[src/rtl/lkvc_pkg.sv]
package lkvc_pkg;

    localparam int CAPACITY   = 16;
    localparam int KEY_BITS   = 32;
    localparam int VALUE_BITS = 32;
    localparam int HITS_W     = 32;
    localparam int IDX_W      = $clog2(CAPACITY);
    localparam int CNT_W      = $clog2(CAPACITY + 1);

    // stream payload layout
    localparam int IN_BITS    = 1 + KEY_BITS + VALUE_BITS;
    localparam int IN_DATA_W  = ((IN_BITS + 7) / 8) * 8;
    localparam int OUT_BITS   = 1 + VALUE_BITS + HITS_W + CNT_W + CNT_W;
    localparam int OUT_DATA_W = ((OUT_BITS + 7) / 8) * 8;

    // apb register map
    localparam int APB_ADDR_W = 3;
    localparam logic [APB_ADDR_W-3:0] REG_MAX_ENTRIES = '0;
    localparam logic [CNT_W-1:0] MAX_ENTRIES_RESET = CNT_W'(CAPACITY);

    localparam logic OP_GET = 1'b0;
    localparam logic OP_SET = 1'b1;

    typedef enum logic [1:0] {
        ST_IDLE,
        ST_LOOKUP,
        ST_EVICT,
        ST_INSERT
    } state_t;

    typedef struct packed {
        logic capture;        // load the incoming transaction
        logic finish_lookup;  // apply get / set-hit and write the result
        logic evict;          // drop the oldest entry
        logic insert;         // insert new entry and write the result
    } cmd_t;

    typedef struct packed {
        logic is_set;
        logic match;
        logic need_evict;
        logic out_free;
    } status_t;

endpackage

[src/rtl/lkvc_ctrl.sv]
module lkvc_ctrl (
    input  logic             aclk,
    input  logic             aresetn,
    input  logic             s_tvalid,
    output logic             s_tready,
    input  lkvc_pkg::status_t status,
    output lkvc_pkg::cmd_t   cmd
);
    import lkvc_pkg::*;

    state_t state_reg;
    state_t state_next;

    always_ff @(posedge aclk) begin
        if (!aresetn) begin
            state_reg <= ST_IDLE;
        end else begin
            state_reg <= state_next;
        end
    end

    always_comb begin
        state_next = state_reg;
        case (state_reg)
            ST_IDLE: begin
                if (s_tvalid) begin
                    state_next = ST_LOOKUP;
                end
            end
            ST_LOOKUP: begin
                if (status.is_set && !status.match) begin
                    state_next = status.need_evict ? ST_EVICT : ST_INSERT;
                end else if (status.out_free) begin
                    state_next = ST_IDLE;
                end
            end
            ST_EVICT: begin
                if (!status.need_evict) begin
                    state_next = ST_INSERT;
                end
            end
            ST_INSERT: begin
                if (status.out_free) begin
                    state_next = ST_IDLE;
                end
            end
            default: state_next = ST_IDLE;
        endcase
    end

    always_comb begin
        cmd      = '0;
        s_tready = 1'b0;
        case (state_reg)
            ST_IDLE: begin
                s_tready    = 1'b1;
                cmd.capture = s_tvalid;
            end
            ST_LOOKUP: begin
                cmd.finish_lookup = !(status.is_set && !status.match) && status.out_free;
            end
            ST_EVICT: begin
                cmd.evict = status.need_evict;
            end
            ST_INSERT: begin
                cmd.insert = status.out_free;
            end
            default: cmd = '0;
        endcase
    end

    assert property (@(posedge aclk) disable iff (!aresetn)
        $onehot0({cmd.capture, cmd.finish_lookup, cmd.evict, cmd.insert}))
        else $error("more than one datapath command at once");

    assert property (@(posedge aclk) disable iff (!aresetn)
        cmd.capture |=> state_reg == ST_LOOKUP)
        else $error("capture did not lead to lookup");

    assert property (@(posedge aclk) disable iff (!aresetn)
        (state_reg == ST_EVICT && !status.need_evict) |=> state_reg == ST_INSERT)
        else $error("eviction end did not lead to insert");

endmodule

[src/rtl/lkvc_datapath.sv]
module lkvc_datapath (
    input  logic                                   aclk,
    input  logic                                   aresetn,
    input  logic [lkvc_pkg::CNT_W-1:0]             max_entries,
    input  logic                                   in_opcode,
    input  logic [lkvc_pkg::KEY_BITS-1:0]          in_key,
    input  logic [lkvc_pkg::VALUE_BITS-1:0]        in_value,
    input  lkvc_pkg::cmd_t                         cmd,
    output lkvc_pkg::status_t                      status,
    output logic                                   m_tvalid,
    input  logic                                   m_tready,
    output logic                                   out_hit,
    output logic [lkvc_pkg::VALUE_BITS-1:0]        out_value,
    output logic [lkvc_pkg::HITS_W-1:0]            out_hit_count,
    output logic [lkvc_pkg::CNT_W-1:0]             out_evicted,
    output logic [lkvc_pkg::CNT_W-1:0]             out_occupancy
);
    import lkvc_pkg::*;

    // entry storage, one lane per slot
    logic [CAPACITY-1:0]   valid_reg;
    logic [KEY_BITS-1:0]   key_reg   [CAPACITY];
    logic [VALUE_BITS-1:0] value_reg [CAPACITY];
    logic [HITS_W-1:0]     hits_reg  [CAPACITY];
    logic [IDX_W-1:0]      rank_reg  [CAPACITY];
    logic [CNT_W-1:0]      count_reg;

    // captured transaction
    logic                  op_reg;
    logic [KEY_BITS-1:0]   req_key_reg;
    logic [VALUE_BITS-1:0] req_value_reg;
    logic [CNT_W-1:0]      evicted_reg;

    logic                  out_valid_reg;
    logic                  hit_reg;
    logic [VALUE_BITS-1:0] value_out_reg;
    logic [HITS_W-1:0]     hit_count_reg;
    logic [CNT_W-1:0]      evicted_out_reg;
    logic [CNT_W-1:0]      occupancy_reg;

    logic [CAPACITY-1:0]   match_vec;
    logic [CAPACITY-1:0]   victim_vec;
    logic [IDX_W-1:0]      match_idx;
    logic [IDX_W-1:0]      free_idx;
    logic [IDX_W-1:0]      hit_rank;
    logic [IDX_W-1:0]      oldest_rank;
    logic [HITS_W-1:0]     hits_inc;
    logic [CNT_W-1:0]      limit;
    logic                  match_any;
    logic                  get_hit;

    always_comb begin
        if (max_entries == '0) begin
            limit = CNT_W'(1);
        end else if (max_entries > CNT_W'(CAPACITY)) begin
            limit = CNT_W'(CAPACITY);
        end else begin
            limit = max_entries;
        end
    end

    assign oldest_rank = IDX_W'(count_reg - CNT_W'(1));

    always_comb begin
        match_idx = '0;
        free_idx  = '0;
        for (int i = CAPACITY - 1; i >= 0; i--) begin
            match_vec[i]  = valid_reg[i] && (key_reg[i] == req_key_reg);
            victim_vec[i] = valid_reg[i] && (rank_reg[i] == oldest_rank);
            if (match_vec[i]) begin
                match_idx = IDX_W'(i);
            end
            if (!valid_reg[i]) begin
                free_idx = IDX_W'(i);
            end
        end
    end

    assign match_any = |match_vec;
    assign get_hit   = match_any && (op_reg == OP_GET);
    assign hit_rank  = rank_reg[match_idx];
    assign hits_inc  = (&hits_reg[match_idx]) ? hits_reg[match_idx]
                                               : hits_reg[match_idx] + HITS_W'(1);

    assign status.is_set     = (op_reg == OP_SET);
    assign status.match      = match_any;
    assign status.need_evict = (count_reg >= limit) && (count_reg != '0);
    assign status.out_free   = !out_valid_reg || m_tready;

    // control state
    always_ff @(posedge aclk) begin
        if (!aresetn) begin
            valid_reg     <= '0;
            count_reg     <= '0;
            out_valid_reg <= 1'b0;
        end else begin
            if (cmd.finish_lookup || cmd.insert) begin
                out_valid_reg <= 1'b1;
            end else if (m_tready) begin
                out_valid_reg <= 1'b0;
            end
            if (cmd.evict) begin
                valid_reg <= valid_reg & ~victim_vec;
                count_reg <= count_reg - CNT_W'(1);
            end else if (cmd.insert) begin
                valid_reg[free_idx] <= 1'b1;
                count_reg           <= count_reg + CNT_W'(1);
            end
        end
    end

    // entry payload and result register
    always_ff @(posedge aclk) begin
        if (cmd.capture) begin
            op_reg        <= in_opcode;
            req_key_reg   <= in_key;
            req_value_reg <= in_value;
            evicted_reg   <= '0;
        end
        if (cmd.evict) begin
            evicted_reg <= evicted_reg + CNT_W'(1);
        end

        if (cmd.finish_lookup) begin
            if (match_any) begin
                // touch: entries newer than the hit entry age by one
                for (int i = 0; i < CAPACITY; i++) begin
                    if (valid_reg[i] && rank_reg[i] < hit_rank) begin
                        rank_reg[i] <= rank_reg[i] + IDX_W'(1);
                    end
                end
                rank_reg[match_idx] <= '0;
                if (op_reg == OP_GET) begin
                    hits_reg[match_idx] <= hits_inc;
                end else begin
                    value_reg[match_idx] <= req_value_reg;
                    hits_reg[match_idx]  <= '0;
                end
            end
            hit_reg         <= match_any;
            value_out_reg   <= get_hit ? value_reg[match_idx] : '0;
            hit_count_reg   <= get_hit ? hits_inc : '0;
            evicted_out_reg <= '0;
            occupancy_reg   <= count_reg;
        end

        if (cmd.insert) begin
            for (int i = 0; i < CAPACITY; i++) begin
                if (valid_reg[i]) begin
                    rank_reg[i] <= rank_reg[i] + IDX_W'(1);
                end
            end
            rank_reg[free_idx]  <= '0;
            key_reg[free_idx]   <= req_key_reg;
            value_reg[free_idx] <= req_value_reg;
            hits_reg[free_idx]  <= '0;
            hit_reg             <= 1'b0;
            value_out_reg       <= '0;
            hit_count_reg       <= '0;
            evicted_out_reg     <= evicted_reg;
            occupancy_reg       <= count_reg + CNT_W'(1);
        end
    end

    assign m_tvalid      = out_valid_reg;
    assign out_hit       = hit_reg;
    assign out_value     = value_out_reg;
    assign out_hit_count = hit_count_reg;
    assign out_evicted   = evicted_out_reg;
    assign out_occupancy = occupancy_reg;

    assert property (@(posedge aclk) disable iff (!aresetn)
        $countones(valid_reg) == int'(count_reg))
        else $error("entry count out of step with valid entries");

    assert property (@(posedge aclk) disable iff (!aresetn)
        $onehot0(match_vec))
        else $error("key present in more than one entry");

    assert property (@(posedge aclk) disable iff (!aresetn)
        cmd.evict |-> $onehot(victim_vec))
        else $error("eviction without a single oldest entry");

    assert property (@(posedge aclk) disable iff (!aresetn)
        cmd.insert |-> !valid_reg[free_idx])
        else $error("insert into an occupied slot");

endmodule

[src/rtl/lru_key_value_cache.sv]
// get and set of a present key: the s_tdata transaction is captured in idle, the result
// is registered in lookup, and the next transaction is taken once back in idle
// set of an absent key with room: lookup passes to insert, which registers the result
// a set that must drop n entries passes through evict before insert, one entry dropped per cycle
// a result held by m_tready low stalls the lookup and the insert, only one transaction is in flight
// synchronous active-low reset empties the cache and sets max_entries to 16
module lru_key_value_cache (
    input  logic                            aclk,
    input  logic                            aresetn,
    // opcode[0], key[32:1], value_in[64:33], zero pad
    input  logic [lkvc_pkg::IN_DATA_W-1:0]  s_tdata,
    input  logic                            s_tvalid,
    output logic                            s_tready,
    // hit[0], value_out[32:1], hit_count[64:33], evicted[69:65], occupancy[74:70]
    output logic [lkvc_pkg::OUT_DATA_W-1:0] m_tdata,
    output logic                            m_tvalid,
    input  logic                            m_tready,
    input  logic                            psel,
    input  logic                            penable,
    input  logic                            pwrite,
    input  logic [lkvc_pkg::APB_ADDR_W-1:0] paddr,
    input  logic [31:0]                     pwdata,
    output logic [31:0]                     prdata,
    output logic                            pready
);
    import lkvc_pkg::*;

    logic [CNT_W-1:0]      max_entries_reg;
    logic                  cfg_write;
    cmd_t                  cmd;
    status_t               status;
    logic                  out_hit;
    logic [VALUE_BITS-1:0] out_value;
    logic [HITS_W-1:0]     out_hit_count;
    logic [CNT_W-1:0]      out_evicted;
    logic [CNT_W-1:0]      out_occupancy;

    assign pready    = 1'b1;
    assign cfg_write = psel && penable && pwrite && pready;

    always_ff @(posedge aclk) begin
        if (!aresetn) begin
            max_entries_reg <= MAX_ENTRIES_RESET;
        end else if (cfg_write && paddr[APB_ADDR_W-1:2] == REG_MAX_ENTRIES) begin
            max_entries_reg <= pwdata[CNT_W-1:0];
        end
    end

    always_comb begin
        prdata = '0;
        if (paddr[APB_ADDR_W-1:2] == REG_MAX_ENTRIES) begin
            prdata = {{(32 - CNT_W){1'b0}}, max_entries_reg};
        end
    end

    lkvc_ctrl u_ctrl (
        .aclk     (aclk),
        .aresetn  (aresetn),
        .s_tvalid (s_tvalid),
        .s_tready (s_tready),
        .status   (status),
        .cmd      (cmd)
    );

    lkvc_datapath u_datapath (
        .aclk          (aclk),
        .aresetn       (aresetn),
        .max_entries   (max_entries_reg),
        .in_opcode     (s_tdata[0]),
        .in_key        (s_tdata[KEY_BITS:1]),
        .in_value      (s_tdata[KEY_BITS+VALUE_BITS:KEY_BITS+1]),
        .cmd           (cmd),
        .status        (status),
        .m_tvalid      (m_tvalid),
        .m_tready      (m_tready),
        .out_hit       (out_hit),
        .out_value     (out_value),
        .out_hit_count (out_hit_count),
        .out_evicted   (out_evicted),
        .out_occupancy (out_occupancy)
    );

    assign m_tdata = {{(OUT_DATA_W - OUT_BITS){1'b0}},
                      out_occupancy, out_evicted, out_hit_count, out_value, out_hit};

endmodule
[config.mk]
export PLATFORM = sky130hd
export DESIGN_NAME = lru_key_value_cache
export DESIGN_NICKNAME = d
export VERILOG_FILES = /design/src/rtl/lkvc_pkg.sv /design/src/rtl/lkvc_ctrl.sv /design/src/rtl/lkvc_datapath.sv /design/src/rtl/lru_key_value_cache.sv
export SDC_FILE = /design/constraint.sdc
export NUM_CORES = 2
export LEC_CHECK = 0
export ABC_AREA = 1
export ABC_CLOCK_PERIOD_IN_PS = 13800
export BUFFER_PORTS_ARGS = -buffer_cell sky130_fd_sc_hd__buf_2
export CORE_MARGIN = 2
export CORE_UTILIZATION = 25
export DETAILED_ROUTE_END_ITERATION = 16
export PLACE_DENSITY_LB_ADDON = 0.2
export SLEW_MARGIN = 40
export SYNTH_ARGS = -nofsm -noshare
export SYNTH_HDL_FRONTEND = slang
export SYNTH_SLANG_ARGS = --single-unit
[constraint.sdc]
create_clock -name aclk -period 13.8 [get_ports aclk]
set_input_delay 0.69 -clock aclk [delete_from_list [all_inputs] [get_ports aclk]]
set_output_delay 0.69 -clock aclk [all_outputs]
set_load 0.01 [all_outputs]
==> impl_metrics.py <==
metrics = {
    "clocking": {
        "cts-buffers-inserted": 207,
        "path_clk_slew_ps": 60,
        "cts_hold_buf": 60,
        "worstSkewPairLatency_ps": 920,
        "postCtsResizedCells": 0,
        "clock-root-buffer": "clkbuf_16",
        "clock_path_buffers": 4,
        "cts_setup_buffers": 0,
        "cts.sinks": 1774,
        "htree_levels": 4,
        "cts_tree": "done",
    },
    "synthesis": {
        "ys.warnings.count": 0,
        "syn_avg_cell_area_sq_um": 11.1,
        "ys.flop_type": "edfxtp_1",
        "synth_top_area_share": 0.626,
        "synthTopCellsByCount": "edfxtp_1, nand2_1, o21ai_0",
        "syn_area_sq_mm": 0.0775,
        "synth_cells": 6973,
        "synth_top_area_cell": "edfxtp_1",
        "synth_edf_count": 1616,
        "ys_seq_area_frac": 0.667,
        "yosysUniqueCellTypes": 56,
        "async_flop_share": 0,
        "synthTopCellsByArea": "edfxtp_1, nand2_1, dfxtp_1",
        "synth_most_common_cell": "edfxtp_1",
        "ys_seq_elements": 1774,
    },
    "floorplanning": {
        "fp-row-count": 204,
        "die_height_um": 561,
        "initial_core_util": 0.251,
        "ios": 229,
        "die_w_um": 561,
        "coreArea_sq_mm": 0.309,
        "die-area_sq_mm": 0.314,
    },
    "drt": {
        "wirelength_mm": 262,
        "vias_per_cell": 4.74,
        "dr.pass1.iters": 7,
        "drt_iter0_markers": 4756,
        "num_vias": 54282,
        "drc": 0,
        "wire_per_inst_um": 22.8,
        "drtAntennaViolNets": 0,
    },
    "power_and_ir_drop": {
        "p_leak_nw": 32.0,
        "power.total_mw": 11.9,
        "power_frac_seq": 0.501,
        "vdd_drop_max_v": 0.000123,
        "p_clk_frac": 0.455,
        "power_density_mw_per_mm2": 131,
        "combinationalPowerShare": 0.044,
        "p_switching_mw": 2.69,
        "intPower_mw": 9.18,
        "switching_share": 0.227,
    },
    "setup_path": {
        "slowest_delay_ps": 780,
        "required_ps": 14310,
        "crit_fanout": 61,
        "criticalPathCategory": "flip-flop to flip-flop",
        "reg2reg_slack_ps": 5120,
        "end_kind": "flip-flop",
        "r2r_end": "u_datapath.hits_reg[6][10]",
        "worstPathArrival_ps": 9190,
        "critPathSlowestCell": "inv_6",
        "reg2reg_from": "u_datapath.req_key_reg[18]",
        "start_kind": "flip-flop",
        "r2r_cells": 30,
    },
    "status": {
        "status": "complete, no violations",
    },
    "timing": {
        "max_freq_mhz": 115,
        "rsz0062_at_grt": "false",
        "holdWs_ps": 61.8,
        "final.period_utilization": 0.629,
        "final.setup.tns_ps": 0,
        "relSlewSlack": 0.411,
        "drv_slew": 0,
        "hold_viol_final": 0,
        "fin_skew_ps": 145,
        "fin_crit_ps": 8680,
        "finalSetupViolations": 0,
        "worst_pin_slew_ps": 884,
    },
    "global_routing": {
        "grt_pass1_wl_mm": 375,
        "antenna_found_initial": 14,
        "grt_max_degree": 178,
        "first_global_vias": 52201,
        "gr-total-overflow": 0,
        "track_usage": 0.161,
    },
    "placement": {
        "port_buffers": 159,
        "gp_congestion": 0.800,
        "post-dp-hpwl_mm": 141,
    },
    "min_path": {
        "min_from": "s_tdata[63]",
        "holdPathEnd": "u_datapath.req_value_reg[30]",
        "min_path_type": "primary input to flip-flop",
        "hold_depth": 1,
    },
    "finish": {
        "areaGrowthSynthToFinish_pct": 16.8,
        "nNetsFinal": 7346,
        "fillers": 31643,
        "drive_above_1_share": 0.106,
    },
    "job": {
        "cap_violations": 0,
    },
}
## through the flow
stage	setup slack (ps)	std cells	area, sq um	utilization
2_1_floorplan	6810	7004	77600	-
3_3_place_gp	4510	11000	82900	0.269
3_5_place_dp	4960	11007	83200	0.270
4_1_cts	4950	11446	90400	0.293
5_1_grt	4480	11451	90500	0.293
6_report	5120	11456	90500	0.293
## layer usage
metal / GRT usage / part of all wire
met2: 0.258 / 0.45
met1: 0.232 / 0.47
met5: 0 / 0.00018
met4: 0.0373 / 0.020
met3: 0.0196 / 0.054
## worst max-delay path by stage
stage                                  end                  startpoint  slack (ps)
2_1_floorplan   u_datapath.value_reg[1][0]  u_datapath.req_key_reg[26]        6810
3_3_place_gp    u_datapath.hits_reg[0][11]   u_datapath.req_key_reg[4]        4510
3_5_place_dp   u_datapath.hits_reg[14][23]   u_datapath.req_key_reg[4]        4960
4_1_cts        u_datapath.hits_reg[14][23]   u_datapath.req_key_reg[4]        4950
5_1_grt         u_datapath.hits_reg[6][11]   u_datapath.req_key_reg[4]        4480
6_report        u_datapath.hits_reg[6][10]  u_datapath.req_key_reg[18]        5120
## power by group through the flow
stage	registers (mW)	clock network (mW)	logic, mW
floorplan	6.06	0	0.256
global placement	6.06	0	0.498
detailed placement	6.06	0	0.507
CTS	5.95	5.54	0.523
global route	5.95	5.74	0.564
finish	5.95	5.40	0.519
## area by class of cell
| cell class | count | area [sq um] | share of cell area |
|---|---|---|---|
| Sequential cell | 1774 | 51700 | 0.571 |
| Multi-Input combinational cell | 4319 | 22400 | 0.247 |
| Clock buffer | 264 | 5490 | 0.0606 |
| Tap cell | 4120 | 5150 | 0.0569 |
| Timing Repair Buffer | 375 | 2840 | 0.0313 |
| Inverter | 482 | 1830 | 0.0202 |
| Clock inverter | 115 | 1130 | 0.0125 |
| Antenna cell | 7 | 17.5 | 0.000193 |
## cells by family after synthesis
| group | count (synthesis) | share of synthesized area |
|---|---|---|
| flip-flops | 1774 | 0.667 |
| AO/OA/AOI/OAI | 1521 | 0.109 |
| XOR/XNOR | 162 | 0.0183 |
| adder cells (fa/ha/maj) | 73 | 0.0118 |
| AND/OR/NAND/NOR | 2530 | 0.142 |
| other | 2 | 0.0000969 |
| buffers and inverters | 911 | 0.0522 |
## critical path, delay by kind of cell (launching register included)
kind / cells / cell delay [ps]
compound gates: 1 / 260
fa+ha+maj: 1 / 190
buf+inv: 6 / 2810
flops: 1 / 320
simple gates: 22 / 4530
## cells in the final DEF (no fill, tap or decap), drive strengths merged, types with 69 or more instances in the layout
cell,instances
nand3b,69
ha,73
dfxtp,158
clkinv,100
buf,315
nand2,1353
o21ai,653
inv,477
xnor2,99
edfxtp,1616
o22ai,196
nand3,426
a21oi,518
nor2,416
nand4,86
clkbuf,264
(Power assumes the default switching activity.)
